--- src/rtl/flp_ram.sv ---
// Generic single-write, single-read RAM with registered read data.
module flp_ram #(
	parameter int WIDTH = 32,
	parameter int DEPTH = 66
) (
	input  logic                     clk,
	input  logic                     wr_en,
	input  logic [$clog2(DEPTH)-1:0] wr_addr,
	input  logic [WIDTH-1:0]         wr_data,
	input  logic [$clog2(DEPTH)-1:0] rd_addr,
	output logic [WIDTH-1:0]         rd_data
);

	logic [WIDTH-1:0] mem [DEPTH];

	always_ff @(posedge clk) begin
		if (wr_en) begin
			mem[wr_addr] <= wr_data;
		end
		rd_data <= mem[rd_addr];
	end

endmodule

--- config.mk ---
export PLATFORM = sky130hd
export DESIGN_NAME = flp_ram
export DESIGN_NICKNAME = d
export VERILOG_FILES = /design/src/rtl/flp_ram.sv
export SDC_FILE = /design/constraint.sdc
export NUM_CORES = 2
export LEC_CHECK = 0
export ABC_AREA = 0
export BUFFER_PORTS_ARGS = -buffer_cell sky130_fd_sc_hd__buf_2
export CORE_MARGIN = 2
export CORE_UTILIZATION = 50
export CTS_CLUSTER_DIAMETER = 150
export DETAILED_ROUTE_END_ITERATION = 8
export PLACE_DENSITY = 0.62
export RECOVER_POWER = 25
export SLEW_MARGIN = 20
export SYNTH_ARGS = -nofsm -noshare
export SYNTH_HDL_FRONTEND = slang
export SYNTH_SLANG_ARGS = --single-unit
--- constraint.sdc ---
create_clock -name clk -period 4.9 [get_ports clk]
set_input_delay 0.98 -clock clk [delete_from_list [all_inputs] [get_ports clk]]
set_output_delay 0.98 -clock clk [all_outputs]
set_load 0.05 [all_outputs]
==> metrics.md <==
| Metric | Value |
|---|---|
| Clk buf depth | 3 |
| Combinational power share | 0.048 |
| Net switching power figure | 8.04 mW |
| Clk pwr share | 0.415 |
| PortBufs | 79 |
| Synth top area share | 0.777 |
| Placed cell area | 85900 sq um |
| Register area share after synthesis | 0.785 |
| Site row count | 148 |
| Core Box Area | 162000 sq um |
| Setup TNS | 0 ns |
| Async set or reset register ratio after synthesis | 0 |
| Netlist Area Pre-Place | 81600 sq um |
| First-pass DRT Iterations | 5 |
| Vias | 39900 |
| Num CTS Buffers | 210 |
| Post-synth EDFFs | 2112 |
| Post-layout nets | 3931 |
| Hold buffers post-CTS | 0 |
| Final Hold Viols | 0 |
| Initial core utilization | 0.503 |
| Largest net degree at the start of global routing | 67 |
| Relative slew slack | -0.960 |
| LEAKAGE | 29.0 nW |
| Antenna violations before repair | 14 |
| Post-synth top cells | edfxtp_1, mux4_2, mux2i_1 |
| Iteration-0 DRC Markers | 5457 |
| First-pass GRT wire length | 304 mm |
| Status | finished, violations left |
| Fillers | 11900 |
| Wirelength per Cell | 34.5 microns |
| Synth Flop Type | edfxtp_1 |
| Layout cells sized above 1 | 0.289 |
| Startpoint types | input pin |
| CP peak stage delay | 0.81 ns |
| Die ar. | 166000 sq um |
| CP arrival | 3.80 ns |
| Final Skew | 0.0212 ns |
| PD cells | 409 nW/um^2 |
| Net Sw Frac | 0.212 |
| Setup Fix Bufs, Post-CTS | 0 |
| Post-layout util | 0.570 |
| Synth warn | 0 |
| Post-cts resize count | 0 |
| Clock Latency Late Sink | 0.83 ns |
| Unrepaired setup endpoints after global routing | false |
| H-Tree Depth | 4 |
| Sequential Power Share | 0.536 |
| Routability cong. | 0.783 |
| CP Capture Type | flop |
| IO Count | 80 |
| Area of the multi-input gates | 16900 sq um |
| Detail Placement HPWL | 120 mm |
| Max_cap viols | 20 |
| Syn avg cell area | 22.6 sq um |
| Top-count cell post-synth | edfxtp_1 |
| Ranking of synthesized cells by area | edfxtp_1, mux4_2, mux2i_1 |
| Critical-path cell list | buf_8 > buf_4 > or2_2 > o22ai_1 > a2111oi_0 > nor4_1 > a2111oi_2 |
| Minimum clock period after layout | 3.06 ns |
| Crit share post-route | 0.624 |
| WP buf/inv | 2 |
| Clk sinks | 2144 |
| Clock slew at reported path FFs | 0.06 ns |
| Final setup violation count | 0 |
| Die width | 408 microns |
| CTS root buf | clkbuf_16 |
| Synthesized netlist cell count | 3610 |
| Achievable Freq | 0.327 GHz |
| Overall power | 37.9 mW |
| Area Overhead vs Synth | 13.4% |
| Grt ovf | 0 |
| Critical path type | in2reg |
| WL final | 216 mm |
| Antenna-violating nets left | 0 |
| Synth unique cells | 49 |
| CTS tree | yes |
| Syn nets | 3658 |
| Reg area | 64100 sq um |
| Failing checks | capacitance limit, slew limit |
| Critical Path RT | 5.64 ns |
| Worst Max-Slew Pin Slew | 2.94 ns |
| Residual DRC count | 0 |
| Routed vias/inst | 6.39 |
| Final Slew Violations | 1340 |
| All-Layer GR Usage | 0.260 |
| Cell internal pwr | 29.8 mW |
| Placed Cells | 5846 |
| Yosys top cell by area | edfxtp_1 |
| Max VDD drop | 0.000389 V |
| FF+latch count, synth | 2144 |
| Kind of cell adding the most delay to the critical path | compound AO/OA/AOI/OAI gates |
| Critical path's slowest cell | a2111oi_0 |
| Largest fanout on the critical path | 38 |
| Worst min path class | reg2reg |
| Finished Cell Area | 92600 sq um |
| Layout Cells excl Fill | 6246 |
| Vias in the first global route | 39600 |
| DIE HEIGHT | 408 microns |
-- power groups by stage --
stage | sequential (mW) | combinational (mW) | clock [mW]
final | 20.3 | 1.84 | 15.7
after global routing | 20.3 | 1.93 | 16.6
after CTS | 20.3 | 1.86 | 15.9
after detailed placement | 20.7 | 1.85 | 0
after global placement | 20.7 | 1.83 | 0
after floorplan | 20.7 | 0.963 | 0
-- routing by layer --
layer  up-vias  routed length, microns  GRT usage
li1      15900                       -          -
met1     21700                   86600      0.377
met2      1977                  103000      0.410
met3       318                   20000     0.0486
met4        16                    6210     0.0727
met5         -                      97          0
-- layout make-up --
| cell class | count | area share |
|---|---|---|
| flip-flops and latches | 2144 | 0.692 |
| multi-input cells | 1267 | 0.182 |
| clock buffers | 286 | 0.0625 |
| well taps | 2175 | 0.0294 |
| repair buffers | 257 | 0.0236 |
| clock inverters | 110 | 0.00989 |
| inverters | 3 | 0.000122 |
| diodes | 4 | 0.000108 |
-- cells in the final DEF (no fill, tap or decap), types with 6 or more instances in the layout --
cell and n:
a2111oi_0 6, a211oi_1 38, a21o_1 11, a21oi_1 27, a22oi_1 43, a31oi_1 8
a32o_1 12, a32oi_1 15, buf_12 36, buf_2 52, buf_4 144, bufinv_16 13
clkbuf_1 77, clkbuf_16 213, clkbuf_8 18, clkinv_1 45, clkinv_2 30, clkinvlp_4 7
dfxtp_1 32, edfxtp_1 2112, inv_6 12, mux2_2 85, mux2i_1 141, mux4_2 477
nand2_1 100, nand2b_1 8, nand3_1 28, nand3b_1 7, nor2_1 20, nor2_4 64
nor2b_1 13, nor3_1 10, o21ai_0 6, o21ai_1 6, o221ai_1 10, o22ai_1 81
-- sequential cells by signal, summed over array words and instances (netlist names) --
name	cells
rd_data	32
mem	2112
-- worst reg2reg max path: stages (launching register included) --
cell      delay (ns)
edfxtp_1        0.36
mux4_2          0.49
mux4_2          0.48
o21ai_1         0.49
o21ai_1         0.12
-- cell families (layout without fill, tap and decap cells) --
family / after synthesis / in the layout / share of synthesized area
compound gates: 281 / 281 / 0.0245
simple gates: 283 / 283 / 0.0156
mux: 703 / 703 / 0.161
flops: 2144 / 2144 / 0.785
other cells: 0 / 4 / 0
buf+inv: 199 / 656 / 0.0144
-- path summary, 6_finish.rpt --
kind	slack (ns)	from	depth (start not counted)	to
worst min register to register	0.58	mem[65][4]	3	rd_data[4]
worst min-delay path	0.58	mem[65][4]	3	rd_data[4]
worst max-delay path	1.84	rd_addr[2]	7	rd_data[18]
worst max register to register	2.86	mem[63][25]	4	rd_data[25]
-- per-stage QoR --
step                      setup WS (ns)  hold WS (ns)
after global placement             1.06         0.557
final                              1.84         0.575
after global routing               1.75         0.613
after CTS                          1.98         0.561
after detailed placement           1.04         0.561
after floorplan                   0.788         0.542
(Power assumes the default switching activity.)
