===== config.mk =====
export PLATFORM = sky130hd
export DESIGN_NAME = flp_cell
export DESIGN_NICKNAME = d
export VERILOG_FILES = /design/src/rtl/flp_pkg.sv /design/src/rtl/flp_cell.sv
export SDC_FILE = /design/constraint.sdc
export NUM_CORES = 1
export LEC_CHECK = 0
export BUFFER_PORTS_ARGS = -buffer_cell sky130_fd_sc_hd__clkbuf_2
export CAP_MARGIN = 20
export CORE_ASPECT_RATIO = 0.6
export CORE_MARGIN = 1.5
export CORE_UTILIZATION = 45
export DETAILED_ROUTE_END_ITERATION = 12
export PLACE_DENSITY = 0.85
export SLEW_MARGIN = 25
export SYNTH_ARGS = -nofsm -noshare
export SYNTH_HDL_FRONTEND = slang
export SYNTH_SLANG_ARGS = --single-unit

===== constraint.sdc =====
create_clock -name clk -period 1.47 [get_ports clk]
set_input_delay 0.147 -clock clk [delete_from_list [all_inputs] [get_ports clk]]
set_output_delay 0.147 -clock clk [all_outputs]
set_load 0.005 [all_outputs]

===== src/rtl/flp_pkg.sv =====
// Shared constants, register codes and types of the five-point Laplacian patch unit.
package flp_pkg;

	localparam int MAX_WIDTH  = 64;
	localparam int MAX_HEIGHT = 64;
	localparam int BUF_DEPTH  = MAX_WIDTH + 2;
	localparam int CNT_W      = $clog2(BUF_DEPTH + 1);

	localparam int DATA_W    = 32;
	localparam int IDX_W     = 6;
	localparam int SIZE_W    = 7;
	localparam int MASK_W    = 4;
	localparam int TDATA_W   = 48;
	localparam int CFG_IDX_W = 2;

	localparam int CENTRE_SHIFT = 2;
	localparam int FRAC_W       = 16;
	localparam int SUM_W        = DATA_W + 4;
	localparam int PROD_W       = SUM_W + FRAC_W + 1;
	localparam int Q_W          = PROD_W + 1;

	localparam logic [CFG_IDX_W-1:0] REG_PATCH_WIDTH  = 2'd0;
	localparam logic [CFG_IDX_W-1:0] REG_PATCH_HEIGHT = 2'd1;
	localparam logic [CFG_IDX_W-1:0] REG_INV_SPACING  = 2'd2;
	localparam logic [CFG_IDX_W-1:0] REG_NEIGHBOR     = 2'd3;

	localparam logic [SIZE_W-1:0] RESET_SIZE    = 7'd8;
	localparam logic [DATA_W-1:0] RESET_INV     = 32'd65536;
	localparam logic [MASK_W-1:0] RESET_MASK    = 4'd0;
	localparam int                MASK_WEST     = 0;
	localparam int                MASK_EAST     = 1;
	localparam int                MASK_SOUTH    = 2;
	localparam int                MASK_NORTH    = 3;

	localparam logic [DATA_W-1:0] LAP_MAX = 32'h7FFF_FFFF;
	localparam logic [DATA_W-1:0] LAP_MIN = 32'h8000_0000;

	typedef struct packed {
		logic west;
		logic east;
		logic south;
		logic north;
	} ghost_sel_t;

	typedef struct packed {
		logic signed [DATA_W-1:0] north;
		logic signed [DATA_W-1:0] south;
		logic signed [DATA_W-1:0] east;
		logic signed [DATA_W-1:0] west;
		logic signed [DATA_W-1:0] centre;
		ghost_sel_t               mirror;
	} operand_t;

	typedef struct packed {
		logic [IDX_W-1:0] column;
		logic [IDX_W-1:0] row;
		logic             last;
	} meta_t;

endpackage


===== src/rtl/flp_cell.sv =====
// One window cell: a word register that takes its left or its right neighbor on advance.
module flp_cell import flp_pkg::*; (
	input  logic              clk,
	input  logic              en,
	input  logic              sel,
	input  logic [DATA_W-1:0] d_a,
	input  logic [DATA_W-1:0] d_b,
	output logic [DATA_W-1:0] q
);

	always_ff @(posedge clk) begin
		if (en) begin
			q <= sel ? d_b : d_a;
		end
	end

endmodule


==> results_dict.tcl, run 1 <==
set metrics [dict create \
    p_sw_share_pct 20.6 \
    synth_edf_count 32 \
    crit_required_ns 1.32 \
    switchingPower_uw 426 \
    max-clock-path-buffers 2 \
    min_period_ns 0.957 \
    top_regs "q (32)" \
    path_max_fanout 1 \
    seqPwrFrac_pct 54.4 \
    post_cts_resized 0 \
    synth_cell_type_count 5 \
    async_reset_ff_share_pct 0 \
    setup_violations 0 \
    path_cells "clkbuf_2" \
    drive_gt1_share_pct 80.7 \
    wl_per_cell_um 13.2 \
    postCtsHoldBufs 0 \
    period_share_pct 65.1 \
    gp_congestion 0.655 \
    p_comb_share_pct 16.6 \
    die_x_um 77.7 \
    first_global_vias 904 \
    synth_area_leaders "edfxtp_1 (64%), mux2_4 (30%), buf_12 (4.0%)" \
    arrival_ns 0.81 \
    synth_top_area_share_pct 63.8 \
    hold_end "q[29]$_DFFE_PP_" \
    tightestPinTransition_ns 0.365 \
    synthesis.nets 135 \
    clkSinkCount 32 \
    diodes 0 \
    p_per_area_mw_per_mm2 988 \
    status "complete, no violations" \
    initial_core_util_pct 46.7 \
    ys_seq_elements 32 \
    vdd_drop_max_mv 0.525 \
    p_leak_nw 1.03 \
    cp-start-kind "flop" \
    max_slew_margin_pct 75.7 \
    cts_tree "yes" \
    syn2layout_area_growth_pct 39.4 \
    min-delay-start "d_b[29]" \
    largest_reg_flops 32 \
    synth_area_per_cell_um2 22.1 \
    ys.flop_type "edfxtp_1" \
    antenna_left 0 \
    cts_setup_buffers 0 \
    track_usage_pct 14.8 \
    nets 238 \
    rows 16 \
    core_mm2 0.00322 \
    grt_antenna_before_repair 0 \
    cts_buffers 5 \
    n_fill_cell 241 \
    worst_slack_ns 0.513 \
    root_buffer "clkbuf_8" \
    internal-power_mw 1.65 \
    min_path_cells 2 \
    cp-end-kind "primary output" \
    maxCapViolations 0 \
    worstSetupPathType "flop to primary output" \
    drv_slew 0 \
    setup_tns_ns 0 \
    dieArea_mm2 0.00371 \
    die_h_um 47.8 \
    crit_family "flip-flops" \
    place_ws_ns 0.320 \
    port_buffers 98 \
    crit_slowest_cell "edfxtp_1" \
    syn_area_mm2 0.00151 \
    synth_common_cells "edfxtp_1 (32), mux2_4 (30), buf_12 (3), mux2_2 (2), buf_6 (1)" \
    grt_pass1_wl_um 3910 \
    rsz0062_at_grt "false" \
    fmax_mhz 1050 \
    ios 99 \
    yosysTopAreaCell "edfxtp_1" \
    final_hold_viol_count 0 \
    ctsHtreeMaxLevel 2 \
    drt_iter0_markers 27 \
    post_dp_cell_area_mm2 0.00202 \
    synth_most_common_cell "edfxtp_1" \
    slowest_delay_ns 0.41 \
    design_area_mm2 0.00210 \
    grt_max_degree 33 \
    clkTransAtPathRegs_ns 0.06 \
    regMostFlops "q" \
    drt_pass1_iterations 4 \
    overflow 0 \
    vias 976 \
    viasPerCell 4.52 \
    drcViolationCount 0 \
    yosysSeqAreaShare_pct 63.8 \
    drt-total-wl_um 2850 \
    hp-class "input port to flop" \
    synth_cells 68 \
    clkPwrFrac_pct 29.0 \
    cp_num_buf_inv 1 \
    yosys_warnings 0 \
]
## worst max path at each step
stage,to,cells past startpoint,start,slack (ns)
2_1_floorplan,q[0]$_DFFE_PP_,3,sel,0.52
3_3_place_gp,q[30]$_DFFE_PP_,3,sel,0.36
3_5_place_dp,q[30]$_DFFE_PP_,3,sel,0.32
4_1_cts,q[6],1,q[6]$_DFFE_PP_,0.51
5_1_grt,q[6],1,q[6]$_DFFE_PP_,0.48
6_report,q[6],1,q[6]$_DFFE_PP_,0.51
## per-layer routing
| layer | vias up | global-route usage [%] | share of wire, % |
|---|---|---|---|
| met1 | 444 | 15.6 | 41 |
| met5 | - | 0 | 0 |
| li1 | 469 | - | - |
| met3 | 2 | 7.62 | 9.7 |
| met2 | 61 | 26.4 | 49 |
| met4 | 0 | 6.55 | 0.32 |
## power groups by stage
| stage | logic [mW] | registers, mW | clock network [mW] |
|---|---|---|---|
| global route | 0.374 | 1.14 | 0.659 |
| floorplan | 0.150 | 1.16 | 0 |
| CTS | 0.350 | 1.13 | 0.623 |
| global placement | 0.338 | 1.14 | 0 |
| detailed placement | 0.348 | 1.15 | 0 |
| finish | 0.344 | 1.13 | 0.601 |
## cell type report
cell class	instances	area, um^2	area share [%]
Clock inverter	1	5.00	0.239
Timing Repair Buffer	100	531	25.3
Clock buffer	6	72.6	3.46
Multi-Input combinational cell	32	473	22.5
Sequential cell	32	961	45.8
Tap cell	45	56.3	2.68
## metrics by stage
stage | hold WS [ns] | power, mW | instances | utilization (%)
CTS | 0.163 | 2.10 | 216 | 65.1
detailed placement | 0.451 | 1.49 | 209 | 62.7
global placement | 0.447 | 1.48 | 209 | 62.7
floorplan | 0.259 | 1.31 | 68 | -
finish | 0.173 | 2.07 | 216 | 65.1
global route | 0.160 | 2.17 | 216 | 65.1
## layout by cell type, fill, tap and decap left out
cell type	netlist	routed
clkbuf_2	0	98
edfxtp_1	32	32
mux2_4	30	30
clkbuf_8	0	5
mux2_2	2	2
buf_12	3	2
clkinv_2	0	1
clkbuf_1	0	1
## cells by family after synthesis
| kind of cell | synth area share, % |
|---|---|
| multiplexers | 31.4 |
| flip-flops | 63.8 |
| buffers and inverters | 4.74 |
Power figures use the tool's default switching activity.
==> run 2: changes to the inputs <==
--- a/config.mk
+++ b/config.mk
@@ -9,9 +9,9 @@
 export CAP_MARGIN = 20
 export CORE_ASPECT_RATIO = 0.6
 export CORE_MARGIN = 1.5
-export CORE_UTILIZATION = 45
+export CORE_UTILIZATION = 37
 export DETAILED_ROUTE_END_ITERATION = 12
-export PLACE_DENSITY = 0.85
+export PLACE_DENSITY = 0.75
 export SLEW_MARGIN = 25
 export SYNTH_ARGS = -nofsm -noshare
 export SYNTH_HDL_FRONTEND = slang
==> constraint.sdc (replaced) <==
create_clock -name clk -period 0.8 [get_ports clk]
set_input_delay 0.08 -clock clk [delete_from_list [all_inputs] [get_ports clk]]
set_output_delay 0.08 -clock clk [all_outputs]
set_load 0.005 [all_outputs]
==> run 2 against run 1 <==
The run now ends with DRC, setup timing left. Utilization decreased by 8.3 points. Clock-buffer cell count up 1. Critical path depth is the same. Worst setup slack worse by 0.57 ns. Routed wire length up 5.3%. Flip-flop and latch count did not move. Power grew 87%. Clock power grew 93%. Sequential share of layout area shrank 1.1 points. First-iteration DRC count rose by 15%. Die area grew 20%. Largest cell class unchanged. Largest power group unchanged.
==> results_dict.tcl, run 2 (synthesis results as in run 1) <==
set metrics [dict create \
    status "complete, but fails checks" \
    violations "DRC, setup timing" \
    port_buffers 98 \
    dp_hpwl_um 2350 \
    maxCapViolations 0 \
    min_period_ns 0.861 \
    cts_setup_buffers 0 \
    top_regs "q (32)" \
    die_x_um 85.3 \
    dieArea_mm2 0.00447 \
    setup_tns_ns -1.21 \
    first_global_vias 961 \
    largest_reg_flops 32 \
    design_area_mm2 0.00215 \
    min-delay-start "d_b[5]" \
    ios 99 \
    wl_per_cell_um 13.5 \
    slowest_delay_ns 0.38 \
    cts_buffers 5 \
    vdd_drop_max_mv 0.865 \
    cts_tree "yes" \
    mostFrequentLayoutCells "clkbuf_2 (98), edfxtp_1 (32), mux2_4 (30)" \
    clkSinkCount 32 \
    drt-total-wl_um 3000 \
    root_buffer "clkbuf_8" \
    cp_num_buf_inv 1 \
    rsz0062_at_grt "true" \
    syn2layout_area_growth_pct 42.9 \
    cp-start-kind "flop" \
    n_fill_cell 317 \
    post_cts_resized 0 \
    core_mm2 0.00379 \
    hold_ws_ns 0.101 \
    fin_util_pct 56.8 \
    path_max_fanout 1 \
    grt_max_degree 20 \
    p_leak_nw 1.06 \
    drt_iter0_markers 31 \
    postCtsHoldBufs 0 \
    regMostFlops "q" \
    rows 17 \
    hp-class "input port to flop" \
    grt_pass1_wl_um 4500 \
    worst_slack_ns -0.0605 \
    worstSetupPathType "flop to primary output" \
    layout_commonest_cell "clkbuf_2" \
    crit_family "flip-flops" \
    arrival_ns 0.78 \
    max-clock-path-buffers 2 \
    cp-end-kind "primary output" \
    period_share_pct 108 \
    tightestPinTransition_ns 0.184 \
    min_path_cells 2 \
    final_hold_viol_count 0 \
    nets 241 \
    crit_required_ns 0.72 \
    initial_core_util_pct 39.8 \
    post_dp_cell_area_mm2 0.00207 \
    grt_antenna_before_repair 0 \
    viasPerCell 4.43 \
    antenna_left 0 \
    drcViolationCount 7 \
    overflow 0 \
    crit_start "q[18]$_DFFE_PP_" \
    max_slew_margin_pct 87.8 \
    drive_gt1_share_pct 80.0 \
    die_h_um 52.4 \
    drt_pass1_iterations 8 \
    track_usage_pct 14.2 \
    clkTransAtPathRegs_ns 0.06 \
    hold_end "q[5]$_DFFE_PP_" \
    vias 983 \
    path_cells "clkbuf_2" \
    drv_slew 0 \
    ctsHtreeMaxLevel 2 \
    power.total_mw 3.88 \
    crit_slowest_cell "edfxtp_1" \
    fmax_mhz 1160 \
    gp_congestion 0.743 \
    p_per_area_mw_per_mm2 1800 \
    diodes 0 \
    setup_violations 32 \
]
## run 2: cell types whose count changed in the layout (fill, tap and decap cells not counted)
cell	before	now
buf_12	2	4
clkbuf_1	1	2
clkinv_1	0	1
buf_4	0	1
clkinv_2	1	0
## run 2: power by group
| group | switching, mW | internal (mW) | leakage [nW] | total (mW) |
|---|---|---|---|---|
| clock network | 0.551 | 0.605 | 0.0399 | 1.16 |
| registers | 0.0402 | 2.03 | 0.313 | 2.07 |
| logic | 0.230 | 0.429 | 0.704 | 0.659 |
## run 2: area by class of cell
type / count / area [um^2] / area share, %
clock buffer: 7 / 76.3 / 3.55
clock inverter: 1 / 3.75 / 0.175
multi-input combinational: 32 / 473 / 22.0
sequential: 32 / 961 / 44.7
tap: 47 / 58.8 / 2.73
timing repair buffer: 103 / 578 / 26.9
## run 2: how the worst max path moves through the flow
stage	end	slack (ns)	cells past startpoint
3_5_place_dp	q[31]$_DFFE_PP_	-0.25	3
2_1_floorplan	q[0]$_DFFE_PP_	-0.07	3
4_1_cts	q[18]	-0.09	1
6_report	q[18]	-0.06	1
3_3_place_gp	q[22]$_DFFE_PP_	-0.22	3
5_1_grt	q[18]	-0.12	1
## run 2: metal layers
layer	track usage [%]	up-vias	wire length, um
met5	0	-	0
met4	8.06	0	55
met3	7.56	7	414
met2	22.6	65	1310
met1	15.4	436	1210
li1	-	475	-
## run 2: through the flow
| stage | worst slack, ns | std cells |
|---|---|---|
| finish | -0.0605 | 222 |
| global route | -0.116 | 222 |
| CTS | -0.0876 | 222 |
| detailed placement | -0.249 | 214 |
| global placement | -0.217 | 214 |
| floorplan | -0.0746 | 68 |
## run 2: what timing repair did
item                                    CTS  global route
endpoints found under the setup margin   32            32
hold endpoints to repair                  0             0
pin swaps                                 0             0
==> run 3: changes to the inputs <==
--- a/config.mk
+++ b/config.mk
@@ -7,7 +7,7 @@
 export LEC_CHECK = 0
 export BUFFER_PORTS_ARGS = -buffer_cell sky130_fd_sc_hd__clkbuf_2
 export CAP_MARGIN = 20
-export CORE_ASPECT_RATIO = 0.6
+export CORE_ASPECT_RATIO = 1.5
 export CORE_MARGIN = 1.5
 export CORE_UTILIZATION = 37
 export DETAILED_ROUTE_END_ITERATION = 12
==> run 3 against run 2 <==
Clock power fell by 6%. The run ends with setup timing left. Via count is 2.0% higher. First-iteration DRC count is 19% lower. Routed wire length increased by 1.2%. Die area decreased by 0.11%. Sequential share of layout area increased by 0.26 points. Worst setup slack improved by 0.011 ns. Clock-buffer cell count fell by 1.
==> results_dict.tcl, run 3 (synthesis results as in run 1) <==
set metrics [dict create \
    status "complete, but fails checks" \
    violations "setup timing" \
    syn2layout_area_growth_pct 42.1 \
    drt-total-wl_um 3030 \
    path_max_fanout 1 \
    cts_tree "yes" \
    path_cells "clkbuf_2" \
    drcViolationCount 0 \
    arrival_ns 0.77 \
    cp_num_buf_inv 1 \
    p_leak_nw 1.05 \
    largest_reg_flops 32 \
    fmax_mhz 1180 \
    regMostFlops "q" \
    gp_congestion 0.768 \
    drt_iter0_markers 25 \
    worstSetupPathType "flop to primary output" \
    top_regs "q (32)" \
    initial_core_util_pct 38.4 \
    min_path_cells 2 \
    max_slew_margin_pct 89.7 \
    port_buffers 98 \
    min-delay-start "d_a[12]" \
    setup_violations 32 \
    tightestPinTransition_ns 0.155 \
    diodes 0 \
    die_x_um 55.1 \
    cts_setup_buffers 0 \
    design_area_mm2 0.00214 \
    period_share_pct 106 \
    grt_max_degree 21 \
    first_global_vias 1065 \
    track_usage_pct 15.0 \
    maxCapViolations 0 \
    root_buffer "clkbuf_8" \
    drv_slew 0 \
    rows 28 \
    dieArea_mm2 0.00447 \
    mostFrequentLayoutCells "clkbuf_2 (98), edfxtp_1 (32), mux2_4 (30)" \
    crit_slowest_cell "edfxtp_1" \
    p_per_area_mw_per_mm2 1790 \
    core_mm2 0.00392 \
    clkTransAtPathRegs_ns 0.06 \
    grt_pass1_wl_um 4650 \
    place_ws_ns -0.216 \
    min_period_ns 0.850 \
    post_cts_resized 0 \
    nets 240 \
    crit_family "flip-flops" \
    drt_pass1_iterations 4 \
    die_h_um 81.1 \
    final_hold_viol_count 0 \
    vias 1003 \
    rsz0062_at_grt "true" \
    cts_buffers 5 \
    max-clock-path-buffers 2 \
    worst-path-stages 1 \
    viasPerCell 4.60 \
    antenna_left 0 \
    vdd_drop_max_mv 1.05 \
    ios 99 \
    overflow 0 \
    slowest_delay_ns 0.38 \
    worst_slack_ns -0.0500 \
    clkSinkCount 32 \
    cp-end-kind "primary output" \
    wl_per_cell_um 13.9 \
    cp-start-kind "flop" \
    drive_gt1_share_pct 80.9 \
    crit_start "q[5]$_DFFE_PP_" \
    ctsHtreeMaxLevel 2 \
    grt_antenna_before_repair 0 \
    crit_required_ns 0.72 \
    hp-class "input port to flop" \
    post_dp_cell_area_mm2 0.00206 \
    layout_commonest_cell "clkbuf_2" \
]
==> run 3: power by group <==
part           switching [mW]  internal, mW
Combinational           0.235         0.427
Sequential             0.0408          2.03
Clock                   0.499         0.589
Total                   0.775          3.04
==> run 3: worst paths after layout <==
kind	endpoint	slack, ns
max	q[5]	-0.05
min	q[12]$_DFFE_PP_	0.11
==> run 3: cell type report <==
| class | count | area [um^2] |
|---|---|---|
| well taps | 45 | 56.3 |
| repair buffers | 102 | 571 |
| clock inverters | 1 | 5.00 |
| multi-input cells | 32 | 473 |
| flip-flops and latches | 32 | 961 |
| fillers | 330 | 1790 |
| clock buffers | 6 | 72.6 |
==> run 3: metal layers <==
layer  up-vias  part of all wire [%]  GRT usage, %
met5         -                     0             0
met4         0                  0.66          6.34
met3         2                    10          5.88
met2        60                    59          27.1
met1       467                    30          14.4
li1        474                     -             -
==> run 3: what timing repair did <==
action                                  in CTS  in global routing
hold buffers                                 0                  0
endpoints found under the setup margin      32                 32
endpoints found under the hold margin        0                  0
pin swaps                                    0                  0
==> run 3: stage by stage <==
step                      std cells  setup TNS [ns]  utilization [%]  power (mW)  hold WS (ns)
final                           218          -0.930             54.5        3.82         0.109
after global routing            218           -2.19             54.5        4.02        0.0966
after CTS                       218           -1.41             54.5        3.88        0.0975
after detailed placement        211           -6.02             52.5        2.78         0.384
after global placement          211           -5.46             52.5        2.75         0.381
after floorplan                  68           -2.24                -        2.41         0.192
